**src/rtl/sgql_pkg.sv**
```systemverilog
package sgql_pkg;

    localparam int MAX_X        = 16;
    localparam int MAX_Y        = 16;
    localparam int MAX_Z        = 16;
    localparam int MAX_CHANNELS = 16;

    localparam int SZ_W     = 5;
    localparam int IDX_W    = 4;
    localparam int ADDR_W   = 16;
    localparam int SAMPLE_W = 24;
    localparam int POS_W    = 24;
    localparam int LAM_W    = 20;
    localparam int SCALE_W  = 32;
    localparam int WGT_W    = 16;
    localparam int DIV_W    = 12;
    localparam int CFG_W    = 32;

    localparam logic CMD_WRITE = 1'b0;
    localparam logic CMD_QUERY = 1'b1;

    localparam logic [1:0] WRAP_REPEAT = 2'd0;
    localparam logic [1:0] WRAP_MIRROR = 2'd1;
    localparam logic [1:0] WRAP_CLAMP  = 2'd2;

    typedef enum logic [2:0] {
        CFG_SIZE_X,
        CFG_SIZE_Y,
        CFG_SIZE_Z,
        CFG_CHANNEL_COUNT,
        CFG_WRAP_MODE,
        CFG_BAND_LOW,
        CFG_BAND_HIGH,
        CFG_SPECTRAL_SCALE
    } t_cfg_idx;

    typedef struct packed {
        logic                       cmd;
        logic [ADDR_W-1:0]          write_address;
        logic [SAMPLE_W-1:0]        write_sample;
        logic signed [POS_W-1:0]    pos_x;
        logic signed [POS_W-1:0]    pos_y;
        logic signed [POS_W-1:0]    pos_z;
        logic [LAM_W-1:0]           wavelength;
    } t_in_item;

    typedef struct packed {
        logic [SAMPLE_W-1:0] sample_out;
        logic                out_of_band;
    } t_out_item;

    typedef struct packed {
        logic             start;
        logic [DIV_W-1:0] dividend;
        logic [SZ_W-1:0]  divisor;
    } t_div_req;

    typedef struct packed {
        logic             done;
        logic [DIV_W-1:0] quot;
        logic [SZ_W-1:0]  rem;
    } t_div_rsp;

    function automatic logic [SZ_W-1:0] eff_size(input logic [SZ_W-1:0] v,
                                                 input logic [SZ_W-1:0] maxv);
        logic [SZ_W-1:0] res;
        res = v;
        if (v == '0) begin
            res = SZ_W'(1);
        end else if (v > maxv) begin
            res = maxv;
        end
        return res;
    endfunction

endpackage

```
**src/rtl/sgql_div.sv**
```systemverilog
module sgql_div (
    input  logic                i_clk,
    input  logic                i_rst_n,
    input  sgql_pkg::t_div_req  i_req,
    output sgql_pkg::t_div_rsp  o_rsp
);

    localparam int CNT_W = $clog2(sgql_pkg::DIV_W);

    logic                          r_busy;
    logic                          r_done;
    logic [CNT_W-1:0]              r_cnt;
    logic [sgql_pkg::DIV_W-1:0]    r_dvd;
    logic [sgql_pkg::DIV_W-1:0]    r_quo;
    logic [sgql_pkg::SZ_W-1:0]     r_rem;
    logic [sgql_pkg::SZ_W-1:0]     r_d;
    logic [sgql_pkg::SZ_W:0]       trial;
    logic                          take;
    logic [sgql_pkg::SZ_W-1:0]     n_rem;

    always_comb begin
        trial = {r_rem, r_dvd[sgql_pkg::DIV_W-1]};
        take  = trial >= {1'b0, r_d};
        n_rem = take ? sgql_pkg::SZ_W'(trial - {1'b0, r_d})
                     : trial[sgql_pkg::SZ_W-1:0];
    end

    always_ff @(posedge i_clk) begin
        if (!i_rst_n) begin
            r_busy <= 1'b0;
            r_done <= 1'b0;
            r_cnt  <= '0;
        end else begin
            r_done <= 1'b0;
            if (i_req.start) begin
                r_busy <= 1'b1;
                r_cnt  <= '0;
                r_dvd  <= i_req.dividend;
                r_d    <= i_req.divisor;
                r_rem  <= '0;
            end else if (r_busy) begin
                r_rem <= n_rem;
                r_quo <= {r_quo[sgql_pkg::DIV_W-2:0], take};
                r_dvd <= {r_dvd[sgql_pkg::DIV_W-2:0], 1'b0};
                r_cnt <= r_cnt + 1'b1;
                if (r_cnt == CNT_W'(sgql_pkg::DIV_W - 1)) begin
                    r_busy <= 1'b0;
                    r_done <= 1'b1;
                end
            end
        end
    end

    assign o_rsp.done = r_done;
    assign o_rsp.quot = r_quo;
    assign o_rsp.rem  = r_rem;

endmodule

```
**config.mk**
```make
export PLATFORM = sky130hd
export DESIGN_NAME = sgql_div
export DESIGN_NICKNAME = d
export VERILOG_FILES = /design/src/rtl/sgql_pkg.sv /design/src/rtl/sgql_div.sv
export SDC_FILE = /design/constraint.sdc
export NUM_CORES = 1
export LEC_CHECK = 0
export ABC_AREA = 0
export BUFFER_PORTS_ARGS = -buffer_cell sky130_fd_sc_hd__buf_4
export CORE_ASPECT_RATIO = 0.5
export CORE_MARGIN = 2
export CORE_UTILIZATION = 55
export CTS_BUF_LIST = sky130_fd_sc_hd__clkbuf_8
export CTS_CLUSTER_SIZE = 30
export DETAILED_ROUTE_END_ITERATION = 10
export GPL_ROUTABILITY_DRIVEN = 0
export PLACE_DENSITY = 0.81
export SLEW_MARGIN = 20
export SYNTH_ARGS = -nofsm -noshare
export SYNTH_HDL_FRONTEND = slang
export SYNTH_SLANG_ARGS = --single-unit
```
**constraint.sdc**
```tcl
create_clock -name i_clk -period 3.9 [get_ports i_clk]
set_input_delay 0.39 -clock i_clk [delete_from_list [all_inputs] [get_ports i_clk]]
set_output_delay 0.39 -clock i_clk [all_outputs]
set_load 0.02 [all_outputs]
```
# Word level (Yosys, flattened, before mapping)
# Cells that the tools add are included.
[classes]
muxes = 8
add_sub_neg = 2
order_cmp = 1
eq_ne = 1
bitwise = 3
n_reduce_logical = 6
[op_table]
columns = ["cell", "n"]
rows = [
  ["2-to-1 mux 12 bit", 2],
  ["2-to-1 mux 5 bit", 2],
  [">= comparator 6 x 5 -> 1 bit", 1],
  ["subtractor 5 bit", 1],
  ["adder 4 x 1 -> 4 bit (second input constant)", 1],
  ["equality test 4 bit (second input constant)", 1],
  ["2-to-1 mux 1 bit", 4],
  ["AND reduction 2 bit", 2],
  ["NOT 1 bit", 3],
  ["AND reduction 3 bit", 1],
  ["OR reduction 3 bit", 1],
  ["nonzero test 2 bit", 1],
  ["OR reduction 2 bit", 1],
]
[word_totals]
inputBits = 20
word_cells = 28
out_inout_bits = 18
register_bits = 40

# Depth between registers and ports, before layout
# Gate-level depths: netlist of the first run.
[depth]
ltp_word = 4
depth_mapped = 8
ltp_nobuf = 8

# Least setup slack after synthesis of the first run
# Ideal clock, no wire load.
[synth_timing]
path_kind = "register to register"
from = "register r_rem[0] (netlist bit)"
to = "register r_rem[4] (netlist bit) (data pin)"
period_less_slack_ns = 1.980
path_stages_with_launch = 6
t_required_ns = 3.631
setup_slack_ns = 1.920
path_buffers = 0
arrival_time_ns = 1.711
setup_time_ns = 0.269
cell_sequence = "edfxtp_1 fa_1 a21oi_2 inv_1 a2111oi_2 nor4_2"
[synth_between]
elab_chain_len = 3
elab_cells_between_ends = 4
cone_classes = "1 x add/sub; 1 x order compare; 2 x mux"
[synth_rtl]
columns = ["element", "line_no", "text"]
rows = [
  ["from (decl)", "sgql_div.sv:15", "logic [sgql_pkg::SZ_W-1:0] r_rem;"],
  ["from (signal assigned)", "sgql_div.sv:42", "r_rem <= n_rem;"],
  ["subtractor 5 bit or >= comparator 6 x 5 -> 1 bit (tied branches)", "sgql_div.sv:24, sgql_div.sv:23", ""],
  ["2-to-1 mux 5 bit *", "sgql_div.sv:24", "n_rem = take ? sgql_pkg::SZ_W'(trial - {1'b0, r_d})"],
  ["2-to-1 mux 5 bit *", "sgql_div.sv:41", "end else if (r_busy) begin"],
]
# Every way passes the cells marked *; elsewhere a longest branch is shown, timed or not. The select of a mux whose other input is x is not followed.
# A chain may end at the register's enable or synchronous reset.

# Final worst setup path of the first run
[layout_timing]
from = "register r_dvd[11] (netlist bit)"
to = "register r_rem[4] (netlist bit) (data pin)"
[layout_between]
elab_chain_len = 3
elab_cells_between_ends = 4
cone_classes = "1 x add/sub; 1 x order compare; 2 x mux"
[layout_rtl]
columns = ["element", "line_no", "text"]
rows = [
  ["from (decl)", "sgql_div.sv:13", "logic [sgql_pkg::DIV_W-1:0] r_dvd;"],
  ["from (signal assigned)", "sgql_div.sv:38", "r_dvd <= i_req.dividend;"],
  ["from (signal assigned)", "sgql_div.sv:44", "r_dvd <= {r_dvd[sgql_pkg::DIV_W-2:0], 1'b0};"],
  ["subtractor 5 bit or >= comparator 6 x 5 -> 1 bit (tied branches)", "sgql_div.sv:24, sgql_div.sv:23", ""],
  ["2-to-1 mux 5 bit *", "sgql_div.sv:24", ""],
  ["2-to-1 mux 5 bit *", "sgql_div.sv:41", ""],
]
# Marked as above.

==> flow_summary.json, run 1 <==
{
  "outcome": "complete, no violations",
  "synth-seq-cells": 40,
  "cts-root-buf": "clkbuf_8",
  "port_buffers": 37,
  "rr_startpoint": "r_dvd[11]",
  "dpl.hpwl_mm": 2.141,
  "syn-instance-count": 122,
  "setup_slack_ps": 1826,
  "worstSkewPairLatency_ps": 290,
  "drv_slew": 0,
  "grt_use_total": 0.1801,
  "nets": 189,
  "start_util": 0.5789,
  "finalInstanceArea_um2": 2163,
  "cts_buffers": 5,
  "drv_cap": 0,
  "reg2reg_depth": 8,
  "cts_hold_buf": 0,
  "antenna_left": 0,
  "routed_wl_mm": 2.981,
  "die_h_um": 43.82,
  "die_x_um": 83.64,
  "timing.rr.end": "r_rem[4]",
  "worstMarginPinSlew_ps": 985.7,
  "final_cell_mix": "37 x buf_4, 34 x edfxtp_1, 11 x mux2_2, 11 x nor2_1, 9 x inv_1",
  "fp-row-count": 14,
  "final.fill_count": 207,
  "grt_max_degree": 24,
  "fmax_mhz": 482.1,
  "clk_pin_slew_worst_paths_ps": 80,
  "ys_top_cells_by_area": "edfxtp_1 59%, mux2_2 7.1%, dfxtp_1 6.9%",
  "layout_commonest_cell": "buf_4",
  "antenna_cells": 0,
  "fin_crit_sh": 0.5319,
  "route.detailed.drc": 0,
  "tns_ps": 0,
  "yosysWarnings": 0,
  "path_delay_family": "compound AO/OA/AOI/OAI gates",
  "antenna_found_initial": 0,
  "p_leak_nw": 0.8430,
  "dpl_worst_slack_ps": 1822,
  "arrival_ps": 2110,
  "worstPathRequired_ps": 3940,
  "yosysTopAreaCellShare": 0.5854,
  "relSlewSlack": 0.3404,
  "synthToLayoutAreaGrowth_pct": 24.03,
  "min_to": "r_d[0]",
  "grt_overflow": 0,
  "ios": 38,
  "synth_nets": 149,
  "synth-seq-area-share": 0.6542,
  "grt_pass1_wl_mm": 4.747,
  "cts_setup_buffers": 0,
  "first_pass_iters": 4,
  "routedWlPerCell_um": 14.68,
  "endpoint_kind": "flip-flop",
  "fin_hold_ws_ps": 270.9,
  "clk_path_buf_depth": 2,
  "ctsHtreeMaxLevel": 2,
  "dp_cells": 195,
  "power_uw": 973.6,
  "drt_iter0_drc": 46,
  "core-area_um2": 3013,
  "hold_violations": 0,
  "crit_path_start_kind": "flip-flop",
  "synth.largest_area_cell": "edfxtp_1",
  "yosysUniqueCellTypes": 34,
  "cts_num_sinks": 40,
  "period_minus_slack_ps": 2074,
  "hold_depth": 1,
  "die_area_um2": 3665,
  "path_cells": "inv_1, ha_1, inv_1, fa_1, a21oi_2, inv_1, a2111oi_2, nor4_2",
  "holdCritStartpoint": "i_req[0]",
  "setup_violations": 0,
  "cellPowerDensity_nw_per_um2": 450.0,
  "vias": 1059,
  "min_path_type": "in2reg",
  "critPathMostFrequentCell": "inv_1",
  "grt_pass1_vias": 1016,
  "tritoncts": "done",
  "slowest_stage": "fa_1",
  "cp_slowest_stage_delay_ps": 410,
  "avgSynthCellArea_um2": 14.30,
  "worst_ir_drop_vdd_v": 0.0003032,
  "stdcell_count": 203,
  "placed_area_um2": 2052,
  "utilization": 0.7180,
  "worstPathMaxFanout": 3,
  "synth_area_um2": 1744,
  "reg2reg_slack_ps": 1830,
  "cp_num_buf_inv": 3,
  "drive_above_1_share": 0.3926,
  "viasPerCell": 5.217,
  "crit_type": "reg2reg",
  "cts_resized": 0,
  "rsz0062_at_grt": "no",
  "fin_skew_ps": 3.093
}
-- report_power, final --
group / internal, mW / switching [mW]
Combinational: 0.0610 / 0.0739
Sequential: 0.490 / 0.0112
Clock: 0.189 / 0.148
-- synth_stat cells (all sizes together) --
cell / instances
nor2: 12
a21o: 1
mux2i: 1
and2: 2
nand3: 2
o21a: 3
nand4b: 1
o41ai: 1
inv: 9
nor2b: 1
mux2: 11
nand3b: 1
clkbuf: 2
nand4: 1
edfxtp: 34
o21ai: 4
nor4: 1
dfxtp: 6
buf: 2
nand2: 4
o31ai: 1
nand2b: 2
fa: 1
a21oi: 5
a2111oi: 1
nor3: 3
xnor2: 1
xor2: 3
ha: 6
-- worst reg2reg max path, delay by kind of cell, from the launching register on --
| family | cells | cell delay (ps) |
|---|---|---|
| adders and majority gates | 2 | 570 |
| AOI/OAI and AO/OA | 2 | 610 |
| and+or+nand+nor | 1 | 80 |
| DFF | 1 | 370 |
| buffers and inverters | 3 | 200 |
-- state kept, by name, summed over array words and instances (netlist names) --
name	count
r_busy	1
r_cnt	4
r_d	5
r_done	1
r_dvd	12
r_quo	12
r_rem	5
-- cell type report --
class                           instances  area (um2)  share of cell area
Sequential cell                        40        1141              0.5275
Multi-Input combinational cell         69       549.3              0.2539
Timing Repair Buffer                   37       277.8              0.1284
Clock buffer                            5       68.82             0.03181
Tap cell                               40       50.05             0.02313
Clock inverter                          3       42.54             0.01966
Inverter                                9       33.78             0.01562
-- cell families after synthesis --
family	count (synthesis)	synth area share
DFF	40	0.6542
and+or+nand+nor	30	0.08824
xor gates and xnor gates	4	0.02009
adders and majority gates	7	0.05452
muxes	12	0.07676
AOI/OAI and AO/OA	16	0.07533
buffers and inverters	13	0.03085
-- routing by layer --
layer | vias to the layer above | global-route usage | share of wire
met5 | - | 0 | 0
li1 | 524 | - | -
met3 | 2 | 0.08381 | 0.045
met2 | 23 | 0.3040 | 0.51
met4 | 0 | 0.05484 | 0.0064
met1 | 510 | 0.2126 | 0.44
-- how the worst max path moves through the flow --
stage	slack, ps	from	endpoint	depth (start not counted)
2_1_floorplan	1920	r_rem[0]	r_rem[4]	5
5_1_grt	1670	r_dvd[11]	r_rem[4]	8
3_5_place_dp	1820	r_dvd[11]	r_rem[4]	8
3_3_place_gp	1890	r_dvd[11]	r_rem[4]	8
4_1_cts	1820	r_dvd[11]	r_rem[4]	8
6_report	1830	r_dvd[11]	r_rem[4]	8
Power figures use the tool's default switching activity.
==> inputs of run 2 (changes only) <==
==> constraint.sdc (replaced) <==
create_clock -name i_clk -period 2 [get_ports i_clk]
set_input_delay 0.2 -clock i_clk [delete_from_list [all_inputs] [get_ports i_clk]]
set_output_delay 0.2 -clock i_clk [all_outputs]
set_load 0.02 [all_outputs]
==> run 2 against run 1 <==
First-iteration DRC count shrank 41%. Global-route usage grew 2.0 points. Largest power group unchanged. Fmax grew 5.9%. Setup slack lost 1800 ps. Routed wire length grew 16%. Sequential power grew 95%. Utilization grew 2.1 points. Largest cell class unchanged. Highest routed layer unchanged. Critical endpoint is now r_rem[3]. Clock skew is essentially flat. Hold slack lost 190 ps. Count of clock-buffer cells in the layout is the same.
==> flow_summary.json, run 2 (synthesized netlist as in run 1, its figures left out) <==
{
  "dpl.hpwl_mm": 2.302,
  "p_leak_nw": 0.8590,
  "antenna_found_initial": 0,
  "period_minus_slack_ps": 1959,
  "fmax_mhz": 510.5,
  "cellPowerDensity_nw_per_um2": 820.3,
  "vias": 1102,
  "seqPwrFrac": 0.536,
  "routedWlPerCell_um": 16.75,
  "slowest_stage": "edfxtp_1",
  "intPower_mw": 1.342,
  "p_clk_frac": 0.289,
  "critPathMostFrequentCell": "inv_2",
  "cp_num_buf_inv": 3,
  "use_met2": 0.3952,
  "cts_hold_buf": 0,
  "tritoncts": "done",
  "grtUsageMet3": 0.06095,
  "layout_commonest_cell": "buf_4",
  "ios": 38,
  "worstPathRequired_ps": 2120,
  "switching_share": 0.2649,
  "crit_path_start_kind": "flip-flop",
  "drv_slew": 0,
  "drive_above_1_share": 0.4671,
  "reg_top3": "r_dvd: 12 flops, r_quo: 12 flops",
  "nets": 193,
  "clk_pin_slew_worst_paths_ps": 80,
  "grt_max_degree": 24,
  "drv_cap": 0,
  "first_pass_iters": 4,
  "arrival_ps": 2080,
  "power.switching_uw": 483.7,
  "holdCritStartpoint": "i_req[4]",
  "worstMarginPinSlew_ps": 459.2,
  "grt_pass1_vias": 1170,
  "final_cell_mix": "41 x buf_4, 34 x edfxtp_1, 11 x mux2_2, 11 x nor2_1",
  "crit_type": "reg2reg",
  "fin_crit_sh": 0.9795,
  "grt_overflow": 0,
  "worst_ir_drop_vdd_v": 0.0004816,
  "fin_hold_ws_ps": 85.43,
  "path_delay_family": "adder cells",
  "placed_area_um2": 2082,
  "worstPathMaxFanout": 3,
  "min_path_type": "in2reg",
  "setup_violations": 0,
  "crit_start": "r_dvd[11]",
  "grt_pass1_wl_mm": 5.451,
  "rsz0062_at_grt": "yes",
  "cp_slowest_stage_delay_ps": 400,
  "relSlewSlack": 0.6928,
  "hold_violations": 0,
  "route.detailed.drc": 0,
  "die_area_um2": 3665,
  "clk_path_buf_depth": 2,
  "stdcell_count": 207,
  "rr_startpoint": "r_dvd[11]",
  "cts-root-buf": "clkbuf_8",
  "busiest_layer": "met2",
  "antenna_cells": 0,
  "cts_num_sinks": 40,
  "outcome": "complete, no violations",
  "utilization": 0.7388,
  "antenna_left": 0,
  "ctsHtreeMaxLevel": 2,
  "grt_use_total": 0.2004,
  "dp_cells": 199,
  "endpoint_kind": "flip-flop",
  "fin_skew_ps": 2.848,
  "cts_buffers": 5,
  "use_met1": 0.2182,
  "viasPerCell": 5.324,
  "die_h_um": 43.82,
  "pwr-share-comb": 0.175,
  "worstSkewPairLatency_ps": 290,
  "start_util": 0.5789,
  "synthToLayoutAreaGrowth_pct": 27.62,
  "drt_iter0_drc": 27,
  "path_cells": "inv_2, ha_4, inv_2, fa_2, a21oi_2, buf_4, o21a_1, nand4b_1, o31ai_2",
  "finalInstanceArea_um2": 2226,
  "die_x_um": 83.64,
  "port_buffers": 37,
  "tns_ps": 0,
  "fp-row-count": 14,
  "routed_wl_mm": 3.468,
  "core-area_um2": 3013
}
-- run 2: changes by cell type in the layout (fill, tap and decap cells not counted), moves of 2 or more --
cell,change
o21ai_0,-2
nor3_2,+2
inv_1,-3
nor3_1,-2
buf_4,+4
inv_2,+3
-- run 2: worst paths after layout --
check                                 end  slack, ps  cells past startpoint
worst max-delay path             r_rem[3]         40                      9
worst min register to register  r_quo[11]        460                      0
worst min-delay path               r_d[4]         90                      1
worst max register to register   r_rem[3]         40                      9
-- run 2: worst reg2reg max path: stages, from the launching register on --
cell and delay [ps]:
edfxtp_1 400, inv_2 100, ha_4 140, inv_2 40, fa_2 370, a21oi_2 190
buf_4 150, o21a_1 170, nand4b_1 140, o31ai_2 80
-- run 2: area by class of cell --
type,count,area (um2)
Sequential cell,40,1141
Fill cell,206,787.0
Multi-Input combinational cell,69,605.6
Timing Repair Buffer,41,307.8
Clock buffer,5,68.82
Tap cell,40,50.05
Inverter,9,33.78
Clock inverter,3,18.77
-- run 2: repair_timing --
item                                    in CTS  in global routing
endpoints found under the setup margin       2                  5
pin swaps                                    0                  7
setup buffers                                0                  0
resized for setup                            2                 13
-- run 2: power by group through the flow --
stage	sequential [mW]	clock, mW	combinational (mW)
2_1_floorplan	1.01	0	0.165
3_3_place_gp	0.994	0	0.268
3_5_place_dp	0.997	0	0.276
4_1_cts	0.979	0.533	0.288
5_1_grt	0.984	0.570	0.348
6_report	0.979	0.527	0.320
-- run 2: routing by layer --
layer,share of wire,vias to the layer above
li1,-,530
met1,0.39,527
met2,0.54,34
met3,0.046,11
met4,0.020,0
met5,0,-
-- run 2: stage by stage --
stage | setup WS, ps | total power, mW
after CTS | 45.54 | 1.799
after global placement | 41.02 | 1.262
after detailed placement | -31.63 | 1.274
after global routing | -34.37 | 1.902
after floorplan | 20.12 | 1.173
final | 41.01 | 1.826
==> inputs of run 3 (changes only) <==
--- a/config.mk
+++ b/config.mk
@@ -14,7 +14,7 @@
 export CTS_CLUSTER_SIZE = 30
 export DETAILED_ROUTE_END_ITERATION = 10
 export GPL_ROUTABILITY_DRIVEN = 0
-export PLACE_DENSITY = 0.81
+export PLACE_DENSITY = 0.87
 export SLEW_MARGIN = 20
 export SYNTH_ARGS = -nofsm -noshare
 export SYNTH_HDL_FRONTEND = slang
==> run 3 against run 2 <==
Critical path depth unchanged. Non-clock buffer count unchanged. Sequential share of layout area fell by 1.0 points. Critical endpoint is now r_rem[0]. Highest routed layer unchanged.
==> flow_summary.json, run 3 (synthesized netlist as in run 1, its figures left out) <==
{
  "dpl.hpwl_mm": 2.245,
  "die_h_um": 43.82,
  "routedWlPerCell_um": 15.75,
  "ctsHtreeMaxLevel": 2,
  "synthToLayoutAreaGrowth_pct": 30.20,
  "nets": 193,
  "start_util": 0.5789,
  "dp_cells": 199,
  "cts-root-buf": "clkbuf_8",
  "grt_use_total": 0.1934,
  "first_pass_iters": 4,
  "vias": 1109,
  "route.detailed.drc": 0,
  "die_x_um": 83.64,
  "rsz0062_at_grt": "yes",
  "drive_above_1_share": 0.4311,
  "outcome": "complete, no violations",
  "ios": 38,
  "antenna_found_initial": 0,
  "worstSkewPairLatency_ps": 290,
  "routed_wl_mm": 3.260,
  "relSlewSlack": 0.7262,
  "p_leak_nw": 0.8869,
  "fmax_mhz": 517.0,
  "worstPathRequired_ps": 2040,
  "viasPerCell": 5.357,
  "cts_hold_buf": 0,
  "antenna_cells": 0,
  "cellPowerDensity_nw_per_um2": 962.1,
  "drt_iter0_drc": 88,
  "drv_cap": 0,
  "cts_buffers": 5,
  "antenna_left": 0,
  "grt_pass1_vias": 1148,
  "clk_path_buf_depth": 2,
  "layout_commonest_cell": "buf_4",
  "period_minus_slack_ps": 1934,
  "hold_violations": 0,
  "grt_pass1_wl_mm": 5.209,
  "arrival_ps": 1980,
  "fp-row-count": 14,
  "grt_max_degree": 24,
  "fin_skew_ps": 4.145,
  "clk_pin_slew_worst_paths_ps": 80,
  "placed_area_um2": 2082,
  "cts_setup_buffers": 0,
  "port_buffers": 37,
  "fin_hold_ws_ps": 79.67,
  "crit_type": "reg2reg",
  "stdcell_count": 207,
  "endpoint_kind": "flip-flop",
  "drv_slew": 0,
  "die_area_um2": 3665,
  "min_path_type": "in2reg",
  "core-area_um2": 3013,
  "final_cell_mix": "41 x buf_4, 34 x edfxtp_1, 11 x mux2_2, 11 x nor2_1, 8 x inv_1",
  "finalInstanceArea_um2": 2271,
  "tritoncts": "done",
  "worst_ir_drop_vdd_v": 0.0006682,
  "grt_overflow": 0,
  "reg_top3": "r_dvd: 12 flops, r_quo: 12 flops",
  "worstMarginPinSlew_ps": 409.2,
  "crit_path_start_kind": "flip-flop",
  "fin_crit_sh": 0.9671,
  "worstPathMaxFanout": 6,
  "final.fill_count": 182,
  "setup_violations": 0,
  "cts_num_sinks": 40
}
## run 3: layout make-up
cell class,instances,area [um2],share of cell area
multi-input combinational,69,579.3,0.2551
clock inverter,3,90.09,0.03967
timing repair buffer,41,307.8,0.1355
sequential,40,1141,0.5025
inverter,9,33.78,0.01488
clock buffer,5,68.82,0.03030
tap,40,50.05,0.02204
## run 3: metal layers
layer  part of all wire  track usage  vias to the layer above
met1               0.41       0.2188                      540
met2               0.53       0.3408                       30
met5                  0            0                        -
met4              0.018       0.1000                        0
met3              0.040      0.06286                        7
li1                   -            -                      532
## run 3: path summary, 6_finish.rpt
| check | startpoint | end | slack [ps] | cells past startpoint |
|---|---|---|---|---|
| setup reg to reg | r_dvd[11] | r_rem[0] | 70 | 9 |
| hold / removal | i_req[2] | r_d[2] | 80 | 1 |
| setup / recovery | r_dvd[11] | r_rem[0] | 70 | 9 |
| hold reg to reg | r_quo[5] | r_quo[6] | 450 | 0 |
## run 3: timing repair
action	CTS	global route
endpoints found under the setup margin	3	6
pin swaps	1	4
resized for setup	2	6
## run 3: worst max-delay path, stage by stage, from the launching register on
cell and delay [ps]:
edfxtp_1 380, inv_2 70, ha_2 170, inv_1 50
fa_2 370, a21oi_2 170, buf_4 150, o21ai_4 90
o21ai_1 160, o41ai_1 80
## run 3: stage by stage
stage	worst slack (ps)	util	power, mW	TNS, ps
6_report	65.83	0.7537	2.185	0
3_3_place_gp	45.02	0.6910	1.260	0
2_1_floorplan	20.12	-	1.173	0
3_5_place_dp	-40.18	0.6910	1.275	-54.63
4_1_cts	18.05	0.7488	2.185	0
5_1_grt	-35.64	0.7537	2.262	-58.22
## run 3: power breakdown
part	internal, mW	total, mW	leakage (nW)	switching [mW]
Clock	0.624	0.905	0.0784	0.281
Combinational	0.136	0.301	0.440	0.165
Sequential	0.956	0.979	0.368	0.0233
Total	1.72	2.18	0.887	0.469
